File: src/design/bfs_pkg.sv
package bfs_pkg;

  localparam int unsigned MaxBoids = 32;
  localparam int unsigned DataW    = 32;
  localparam int unsigned CfgW     = 31;
  localparam int unsigned DivW     = 64;

  // configuration register indexes
  localparam logic [2:0] CfgBoidCount = 3'd0;
  localparam logic [2:0] CfgCohDiv    = 3'd1;
  localparam logic [2:0] CfgSteerDiv  = 3'd2;
  localparam logic [2:0] CfgBufDist   = 3'd3;
  localparam logic [2:0] CfgSpeedLim  = 3'd4;

  localparam logic [5:0]      RstBoidCount = 6'd25;
  localparam logic [15:0]     RstCohDiv    = 16'd500;
  localparam logic [15:0]     RstSteerDiv  = 16'd50;
  localparam logic [CfgW-1:0] RstBufDist   = 31'd32000;
  localparam logic [CfgW-1:0] RstSpeedLim  = 31'd3840;

  localparam logic CmdLoad = 1'b0;
  localparam logic CmdStep = 1'b1;

  typedef struct packed {
    logic [2:0][DataW-1:0] pos;
    logic [2:0][DataW-1:0] vel;
  } boid_t;

  typedef struct packed {
    logic             start;
    logic [DivW-1:0]  dividend;
    logic [DataW-1:0] divisor;
  } div_req_t;

  typedef struct packed {
    logic            done;
    logic [DivW-1:0] quotient;
  } div_rsp_t;

endpackage

File: src/design/bfs_div.sv
module bfs_div (
  input  logic               clk_i,
  input  logic               rst_ni,
  input  bfs_pkg::div_req_t  req_i,
  output bfs_pkg::div_rsp_t  rsp_o
);

  localparam int unsigned DivW  = bfs_pkg::DivW;
  localparam int unsigned DataW = bfs_pkg::DataW;
  localparam int unsigned CntW  = $clog2(DivW + 1);

  logic            busy_q, done_q, neg_q;
  logic [CntW-1:0] cnt_q;
  logic [DivW-1:0] num_q;
  logic [DataW-1:0] rem_q, den_q;
  logic [DataW:0]   rem_sh;
  logic [DataW+1:0] diff;

  assign rem_sh = {rem_q, num_q[DivW-1]};
  assign diff   = {1'b0, rem_sh} - {2'b00, den_q};

  always_ff @(posedge clk_i or negedge rst_ni) begin
    if (!rst_ni) begin
      busy_q <= 1'b0;
      done_q <= 1'b0;
      cnt_q  <= '0;
    end else begin
      done_q <= 1'b0;
      if (req_i.start) begin
        busy_q <= 1'b1;
        cnt_q  <= CntW'(DivW);
      end else if (busy_q) begin
        cnt_q <= cnt_q - 1'b1;
        if (cnt_q == CntW'(1)) begin
          busy_q <= 1'b0;
          done_q <= 1'b1;
        end
      end
    end
  end

  // restoring division on magnitudes, one quotient bit a cycle
  always_ff @(posedge clk_i) begin
    if (req_i.start) begin
      neg_q <= req_i.dividend[DivW-1];
      num_q <= req_i.dividend[DivW-1] ? -req_i.dividend : req_i.dividend;
      rem_q <= '0;
      den_q <= req_i.divisor;
    end else if (busy_q) begin
      if (!diff[DataW+1]) begin
        rem_q <= diff[DataW-1:0];
        num_q <= {num_q[DivW-2:0], 1'b1};
      end else begin
        rem_q <= rem_sh[DataW-1:0];
        num_q <= {num_q[DivW-2:0], 1'b0};
      end
    end
  end

  assign rsp_o.done     = done_q;
  assign rsp_o.quotient = neg_q ? -num_q : num_q;

endmodule

File: config.mk
export PLATFORM = sky130hd
export DESIGN_NAME = bfs_div
export DESIGN_NICKNAME = d
export VERILOG_FILES = /design/src/design/bfs_pkg.sv /design/src/design/bfs_div.sv
export SDC_FILE = /design/constraint.sdc
export NUM_CORES = 1
export LEC_CHECK = 0
export BUFFER_PORTS_ARGS = -buffer_cell sky130_fd_sc_hd__buf_2
export CAP_MARGIN = 20
export CORE_AREA = 2 2 156 219
export CTS_CLUSTER_DIAMETER = 50
export DETAILED_ROUTE_END_ITERATION = 10
export DIE_AREA = 0 0 158 221
export GPL_TIMING_DRIVEN = 0
export REMOVE_ABC_BUFFERS = 1
export SLEW_MARGIN = 20
export SYNTH_ARGS = -nofsm -noshare
export SYNTH_HDL_FRONTEND = slang
export SYNTH_SLANG_ARGS = --single-unit
File: constraint.sdc
create_clock -name clk_i -period 4 [get_ports clk_i]
set_input_delay 0.6 -clock clk_i [delete_from_list [all_inputs] [get_ports clk_i]]
set_output_delay 0.6 -clock clk_i [all_outputs]
set_load 0.05 [all_outputs]
==> metrics.csv, run 1 <==
metric,value,unit
status,"complete, but fails checks",
failing checks,negative setup slack,
Setup WS post-layout,-0.150,ns
critical path class,reg2out,
total of max-cap violations,0,
core area,0.0330,mm^2
Final Wtd Congestion,0.858,
Final Hold Vio Count,0,
Yosys top cell by area,edfxtp_1,
Ports,164,
worst-margin pin slew,0.758,ns
CP Capture Type,primary output,
crit-path cells,"or4_4, nor4_4, nand3_2, or3_4, or3_4, or2_4, o41ai_4, xnor2_1, buf_4",
Iter 0 DRT Violations,395,
DP HPWL,21100,um
CTS sink count,138,
Final ANT Viol Nets,0,
total power,0.00671,W
Synth top area share,29.8,%
Max Fclk,241,MHz
most common cell type on the critical path,or3_4,
Buf/Inv on CP,1,
worst-skew pair later-pin latency,0.44,ns
Die X,158,um
synthesized area,0.00977,mm^2
Worst path max stage delay,0.59,ns
Critical Path Start Type,flop,
TritonRoute pass-1 iters,5,
TritonCTS buffer count,17,
Critical Path AT,3.55,ns
IO buf count,163,
yosys warns,0,
Worst Hold Margin,0.0289,ns
total track usage,16.5,%
"Primary FF master, synth",edfxtp_1,
Yosys reg bits,138,
Syn Area/Cell,8.84,um^2
initial antenna violation count,5,
Setup TNS,-0.436,ns
proportion of layout cells with a drive suffix above 1,22.2,%
post-synth cell types,64,
largest net degree at the start of global routing,101,
row cnt,79,
Leak,4.89,nW
CP max-delay cell,or4_4,
clk root buf,clkbuf_16,
CTS tree,yes,
first-pass GRT wire length,45600,um
height of the die,221,um
Via Count,8838,
Post-CTS Hold Buffers,0,
residual DRC count,0,
Post-Synthesis Cells,1106,
register area share after synthesis,38.7,%
Layout Nets,1395,
initial core utilization,29.6,%
Final min period,4.15,ns
"count leader, synth",nor2_1,
drt via density,5.14,
ys async rst share,6.52,%
VDD IR-drop max,0.324,mV
vias in the first global route,8714,
CTS Buffer Depth,2,
Slew HR,49.0,%
area of the multi-input gates,0.00581,mm^2
HP Class,in2async,
"Largest delay share family, worst path",simple AND/OR/NAND/NOR gates,
clock slew at reported path FFs,0.06,ns
PwrDens,553,mW/mm^2
Synth top cells by count,"114 x nor2_1, 105 x nand2_1, 97 x edfxtp_1",
RSZ-0062 raised after global routing,true,
"Period Utilization, post-route",104,%
DR WL/cell,16.9,um
FILL cells,3453,
GR Overflow Total,0,
max-slew violation count,0,
synth-to-layout area growth,24.2,%
Final setup viols,6,
worst clock skew,0.0178,ns
critical-path maximum fanout,5,
Post-synth EDFFs,97,
Worst Path Required,3.40,ns
largest cells by area after synthesis,"edfxtp_1 30%, xnor2_1 7.4%, dfxtp_1 6.6%",
Die ar.,0.0349,mm^2
H-tree levels,4,
sequential cell area,0.00378,mm^2
drt total wl,29000,um
-- cells in the final DEF, fill, tap and decap left out, drive strengths merged, types with 5 or more instances in the layout --
cell,netlist,routed
nor2,114,114
a21oi,87,87
clkbuf,53,21
nand4,8,8
or3,29,29
or2,9,9
o21bai,5,5
dfxtp,32,32
nand3,18,18
dfrtp,9,9
o21a,5,5
o21ai,64,64
and3,8,8
buf,7,192
edfxtp,97,97
nand2,105,105
nand2b,7,7
a21o,17,17
a211oi,8,8
ha,36,36
clkinv,0,7
inv,53,57
a31oi,5,5
a311oi,24,24
xor2,70,70
o41ai,22,22
o31ai,36,36
nor4,12,12
xnor2,83,83
or4,18,18
nor3,16,16
-- cell type report --
type | instances | area share (%)
clock inverters | 13 | 1.14
flip-flops and latches | 138 | 31.1
inverters | 53 | 1.64
well taps | 445 | 4.58
multi-input cells | 855 | 47.9
repair buffers | 194 | 9.85
clock buffers | 19 | 3.74
diodes | 2 | 0.0412
-- per-stage QoR --
step	worst slack, ns	cells	cell area, um^2	util, %
floorplan	0.0476	1046	9540	-
global placement	-2.92	1654	10900	33.1
detailed placement	-0.878	1660	11100	33.5
CTS	-0.292	1706	12000	36.2
global route	-0.259	1718	12100	36.8
finish	-0.150	1719	12100	36.8
-- timing repair --
item / in CTS / in global routing
endpoints found under the setup margin: 37 / 22
setup buffers: 14 / 11
pin swaps: 8 / 8
gates resized for setup: 43 / 15
cloned: 0 / 0
-- path summary, 6_finish.rpt --
| check | startpoint | cells after the start | endpoint | slack [ns] |
|---|---|---|---|---|
| min in group clk_i | req_i[11] | 1 | den_q[11] | 0.34 |
| worst min register to register | rem_q[31] | 2 | rem_q[31] | 0.49 |
| max in group asynchronous | rst_ni | 1 | busy_q | 3.74 |
| worst min-delay path | rst_ni | 1 | done_q | 0.03 |
| worst max register to register | num_q[63] | 12 | rem_q[30] | 0.50 |
| worst max-delay path | num_q[17] | 9 | rsp_o[59] | -0.15 |
-- where the power goes --
part,switching [W],internal [W]
registers,0.000296,0.00185
clock network,0.000683,0.000961
logic,0.00186,0.00107
-- flip-flops by register name, summed over array words and instances, names as in the netlist --
signal and cells:
num_q 64, den_q 32, rem_q 32, cnt_q 7, busy_q 1, done_q 1
neg_q 1
-- routing by layer --
metal | GRT usage (%) | up-vias | share of wire, % | wire (um)
met2 | 30.1 | 224 | 52 | 15200
li1 | - | 4348 | - | -
met1 | 18.7 | 4223 | 40 | 11600
met4 | 4.97 | 4 | 1.9 | 564
met5 | 0 | - | 0.079 | 23
met3 | 4.21 | 39 | 5.5 | 1600
-- cell families after synthesis --
kind of cell,count (synthesis),synth area share (%)
AO/OA/AOI/OAI,303,20.4
flip-flops,138,38.7
buffers and inverters,113,4.42
multiplexers,6,0.704
adder cells (fa/ha/maj),37,4.81
AND/OR/NAND/NOR,356,17.3
XOR/XNOR,153,13.7
Power figures use the tool's default switching activity.
==> inputs of run 2 (changes only) <==
--- a/config.mk
+++ b/config.mk
@@ -6,12 +6,13 @@
 export NUM_CORES = 1
 export LEC_CHECK = 0
 export BUFFER_PORTS_ARGS = -buffer_cell sky130_fd_sc_hd__buf_2
-export CAP_MARGIN = 20
+export CAP_MARGIN = 10
 export CORE_AREA = 2 2 156 219
 export CTS_CLUSTER_DIAMETER = 50
 export DETAILED_ROUTE_END_ITERATION = 10
 export DIE_AREA = 0 0 158 221
 export GPL_TIMING_DRIVEN = 0
+export PLACE_DENSITY = 0.57
 export REMOVE_ABC_BUFFERS = 1
 export SLEW_MARGIN = 20
 export SYNTH_ARGS = -nofsm -noshare
==> constraint.sdc (replaced) <==
create_clock -name clk_i -period 4 [get_ports clk_i]
set_input_delay 0.6 -clock clk_i [delete_from_list [all_inputs] [get_ports clk_i]]
set_output_delay 0.6 -clock clk_i [all_outputs]
set_load 0.01 [all_outputs]
==> run 2 against run 1 <==
  * The run still ends with negative setup slack left
  * Non-clock buffer count decreased by 6
  * Clock power about the same
  * Combinational power decreased by 18%
  * Critical path depth increased by 1
  * Sequential power about the same
  * Global-route usage decreased by 0.17 points
  * Die area unchanged
  * Highest routed layer unchanged
==> metrics.csv, run 2 (same netlist as run 1, synthesis figures left out) <==
metric,value,unit
largest register by flop count,num_q,
initial core utilization,29.6,%
IO buf count,163,
Iter 0 DRT Violations,355,
status,"complete, but fails checks",
Final Hold Vio Count,0,
Ports,164,
flop-to-flop setup slack,0.53,ns
CP Capture Type,primary output,
core area,0.0330,mm^2
RR Startpoint,den_q[8],
Final min period,4.16,ns
residual DRC count,0,
PwrDens,519,mW/mm^2
largest net degree at the start of global routing,107,
Layout Nets,1389,
Largest regs,"num_q: 64 flops, den_q: 32 flops, rem_q: 32 flops",
Setup WS post-layout,-0.161,ns
"Period Utilization, post-route",104,%
crit-path cells,"or4_4, nor4_4, nand4b_1, buf_6, or3_4, or3_4, or2_4, o41ai_4, xnor2_1, buf_2",
Critical Path AT,3.56,ns
DP HPWL,21200,um
Final Wtd Congestion,0.823,
initial antenna violation count,5,
R2R depth,11,
CTS Buffer Depth,2,
Reg2Reg Capture Point,rem_q[25],
Final ANT Viol Nets,0,
height of the die,221,um
Final Util,36.3,%
CP max-delay cell,or4_4,
Buf/Inv on CP,2,
FILL cells,3497,
drt via density,5.04,
"commonest non-fill, non-tap cell in the layout",buf_2,
worst-margin pin slew,0.735,ns
GR Overflow Total,0,
Worst Path Required,3.40,ns
VDD IR-drop max,0.211,mV
Critical Path Start Type,flop,
TritonCTS buffer count,17,
synth-to-layout area growth,22.5,%
Die X,158,um
critical path class,reg2out,
Post-CTS Hold Buffers,0,
proportion of layout cells with a drive suffix above 1,21.2,%
most common cell type on the critical path,or3_4,
total track usage,16.3,%
met3 usage,4.41,%
H-tree levels,4,
CTS tree,yes,
worst-skew pair later-pin latency,0.43,ns
busiest grt layer,met2,
Max Fclk,240,MHz
Worst path max stage delay,0.59,ns
worst clock skew,0.0165,ns
failing checks,negative setup slack,
dpl ws,-0.805,ns
RSZ-0062 raised after global routing,true,
clock slew at reported path FFs,0.07,ns
"Largest delay share family, worst path",simple AND/OR/NAND/NOR gates,
critical-path maximum fanout,5,
Leak,4.80,nW
CTS sink count,138,
Die ar.,0.0349,mm^2
met2 Track Usage GR,30.4,%
Worst Hold Margin,0.0339,ns
first-pass GRT wire length,45200,um
row cnt,79,
GRT met1 Usage,18.0,%
most frequent cells in the layout,"161 x buf_2, 113 x nor2_1, 103 x nand2_1",
DR WL/cell,16.6,um
vias in the first global route,8749,
max reg flops,64,
drt total wl,28400,um
Slew HR,50.5,%
max-slew violation count,0,
Final setup viols,5,
clk root buf,clkbuf_16,
TritonRoute pass-1 iters,5,
HP Class,in2async,
total of max-cap violations,0,
Via Count,8636,
run 2: cell count changes in the layout (fill, tap and decap cells not counted), moves of 2 or more:
cell / before / now
buf_2: 147 / 161
nand2_2: 3 / 1
o41ai_1: 17 / 19
clkinvlp_4: 0 / 2
o41ai_4: 3 / 1
clkbuf_4: 2 / 0
nand2_1: 101 / 103
clkinv_2: 4 / 1
o31ai_1: 29 / 32
buf_4: 35 / 19
o31ai_2: 6 / 4
run 2: worst max path at each step:
| stage | depth (start not counted) | end | slack (ns) | startpoint |
|---|---|---|---|---|
| final | 10 | rsp_o[59] | -0.16 | num_q[30] |
| after global routing | 10 | rsp_o[63] | -0.28 | num_q[30] |
| after CTS | 10 | rsp_o[59] | -0.25 | num_q[22] |
| after detailed placement | 9 | rsp_o[59] | -0.80 | num_q[23] |
| after global placement | 3 | num_q[58] | -2.98 | req_i[96] |
| after floorplan | 8 | rsp_o[59] | 0.35 | num_q[22] |
run 2: metal layers:
| metal | wire length, um | share of wire [%] |
|---|---|---|
| met1 | 11200 | 39 |
| met2 | 15300 | 54 |
| met3 | 1530 | 5.4 |
| met4 | 419 | 1.5 |
| met5 | 36 | 0.13 |
run 2: power breakdown:
group	internal [W]	leakage [nW]	switching, W
registers	0.00185	1.35	0.000288
logic	0.00103	3.16	0.00138
clock network	0.000970	0.296	0.000698
total	0.00385	4.80	0.00237
run 2: through the flow:
step | power [W] | cells | TNS (ns) | instance area, um^2
global placement | 0.00449 | 1654 | -206.35 | 10900
global route | 0.00666 | 1712 | -1.26 | 12000
floorplan | 0.00375 | 1046 | 0 | 9540
detailed placement | 0.00452 | 1660 | -5.84 | 11100
CTS | 0.00626 | 1700 | -1.03 | 11800
finish | 0.00622 | 1713 | -0.409 | 12000
run 2: what timing repair did:
item | 4_1_cts | 5_1_grt
gates cloned | 0 | 0
endpoints found under the setup margin | 31 | 14
pin swaps | 5 | 8
buffers inserted | 8 | 11
resized for setup | 19 | 12
run 2: cell type report:
class	count	area, um^2	share of cell area [%]
clock inverter	14	156	1.31
tap	445	557	4.65
multi-input combinational	855	5740	47.9
antenna	2	5.00	0.0418
clock buffer	18	450	3.76
timing repair buffer	188	1090	9.08
sequential	138	3780	31.6
inverter	53	199	1.66
==> inputs of run 3 (changes only) <==
--- a/config.mk
+++ b/config.mk
@@ -8,6 +8,7 @@
 export BUFFER_PORTS_ARGS = -buffer_cell sky130_fd_sc_hd__buf_2
 export CAP_MARGIN = 10
 export CORE_AREA = 2 2 156 219
+export CTS_BUF_LIST = sky130_fd_sc_hd__clkbuf_8
 export CTS_CLUSTER_DIAMETER = 50
 export DETAILED_ROUTE_END_ITERATION = 10
 export DIE_AREA = 0 0 158 221
==> run 3 against run 2 <==
  * The flow still finishes with violations (negative setup slack)
  * Global-route usage barely moved
  * Combinational power barely moved
  * Clock skew rose by 0.0058 ns
  * Sequential share of layout area rose by 0.33 points
  * First-iteration DRC count rose by 5.1%
  * Via count rose by 0.53%
  * Critical path depth did not move
  * Cell area fell by 1.0%
  * Worst hold slack improved by 0.27 ns
  * Non-clock buffer count rose by 9
  * Wire length rose by 0.34%
  * Sequential power barely moved
  * Largest power group unchanged
==> metrics.csv, run 3 (same netlist as run 1, synthesis figures left out) <==
metric,value,unit
Finished Cell Area,0.0119,mm^2
Final ANT Viol Nets,0,
max reg flops,64,
Final Wtd Congestion,0.823,
drt total wl,28500,um
max-slew violation count,0,
Worst path max stage delay,0.55,ns
drt via density,5.04,
non-filler instance count after layout,1723,
H-tree levels,4,
Iter 0 DRT Violations,373,
Ports,164,
Setup WS post-layout,-0.221,ns
dpl cell area,0.0111,mm^2
failing checks,negative setup slack,
total power,0.00584,W
critical path class,reg2out,
CP Capture Type,primary output,
worst-margin pin slew,0.737,ns
R2R depth,11,
TritonCTS buffer count,17,
worst-skew pair later-pin latency,0.47,ns
row cnt,79,
DP HPWL,21200,um
GR Overflow Total,0,
CTS Buffer Depth,2,
Worst Setup SP,num_q[28],
clk root buf,clkbuf_8,
Leak,4.75,nW
Critical Path AT,3.62,ns
status,"complete, but fails checks",
height of the die,221,um
TritonRoute pass-1 iters,4,
most common cell type on the critical path,or3_4,
PwrDens,493,mW/mm^2
Max Fclk,237,MHz
critical-path maximum fanout,5,
Largest regs,"num_q: 64 flops, den_q: 32 flops, rem_q: 32 flops",
Die X,158,um
Layout Nets,1398,
synth-to-layout area growth,21.3,%
core area,0.0330,mm^2
"Period Utilization, post-route",106,%
Final Util,35.9,%
proportion of layout cells with a drive suffix above 1,21.6,%
worst clock skew,0.0223,ns
most frequent cells in the layout,"161 x buf_2, 113 x nor2_1, 103 x nand2_1",
Critical Path Start Type,flop,
clock slew at reported path FFs,0.10,ns
RSZ-0062 raised after global routing,true,
initial antenna violation count,5,
Via Count,8682,
largest net degree at the start of global routing,107,
HP Class,in2reg,
CTS tree,yes,
CP max-delay cell,or4_4,
VDD IR-drop max,0.202,mV
total of max-cap violations,0,
Final setup viols,6,
Final Hold Vio Count,0,
RR Startpoint,den_q[8],
Die ar.,0.0349,mm^2
IO buf count,163,
residual DRC count,0,
worst hold path depth,1,
first-pass GRT wire length,45100,um
initial core utilization,29.6,%
Worst Path Required,3.40,ns
dpl ws,-0.805,ns
"commonest non-fill, non-tap cell in the layout",buf_2,
Final min period,4.22,ns
vias in the first global route,8727,
CTS sink count,138,
total track usage,16.3,%
Slew HR,50.4,%
worst hold start,req_i[10],
largest register by flop count,num_q,
Post-Place Cells,1660,
DR WL/cell,16.5,um
crit-path cells,"or4_4, nor4_4, nand4b_1, buf_6, or3_4, or3_4, or2_4, o41ai_4, xnor2_1, buf_2",
## run 3: layout make-up
| class | count | area (um^2) |
|---|---|---|
| Antenna cell | 3 | 7.51 |
| Clock buffer | 17 | 234 |
| Clock inverter | 15 | 186 |
| Fill cell | 3524 | 21200 |
| Inverter | 53 | 199 |
| Multi-Input combinational cell | 855 | 5730 |
| Sequential cell | 138 | 3780 |
| Tap cell | 445 | 557 |
| Timing Repair Buffer | 197 | 1160 |
## run 3: final timing paths
| kind | end | slack (ns) |
|---|---|---|
| setup / recovery | rsp_o[59] | -0.22 |
| hold / removal | den_q[10] | 0.30 |
| setup reg to reg | rem_q[25] | 0.50 |
| hold reg to reg | rem_q[31] | 0.49 |
| max in group asynchronous | busy_q | 3.24 |
| min in group asynchronous | done_q | 0.52 |
## run 3: routing by layer
layer  GRT usage, %  up-vias  share of wire (%)  wire length [um]
li1               -     4346                  -                 -
met1           18.1     4107                 39             11100
met2           30.3      193                 54             15400
met3           4.35       30                5.6              1600
met4           4.07        6                1.2               354
met5              0        -               0.12                35
## run 3: through the flow
stage | hold WS (ns) | setup TNS (ns)
final | 0.301 | -0.724
after global routing | 0.255 | -1.88
after floorplan | 0.304 | 0
after detailed placement | 0.474 | -5.84
after CTS | 0.261 | -1.31
after global placement | 0.466 | -206.35
## run 3: timing repair
item                       in CTS  in global routing
buffers inserted                9                 18
resized for setup              20                  8
setup endpoints to repair      34                 13
hold endpoints to repair        9                  0
pin swaps                       5                  9
hold buffers                    1                  0
## run 3: power by group
group	internal [W]	total, W	switching (W)
clock	0.000630	0.00128	0.000652
combinational	0.00104	0.00242	0.00138
sequential	0.00184	0.00213	0.000288
## run 3: critical path, delay by kind of cell (launching register included)
kind | cells | cell delay, ns
AO/OA/AOI/OAI | 1 | 0.21
XOR/XNOR | 1 | 0.17
buffers and inverters | 2 | 0.31
flip-flops | 1 | 0.46
AND/OR/NAND/NOR | 6 | 2.00
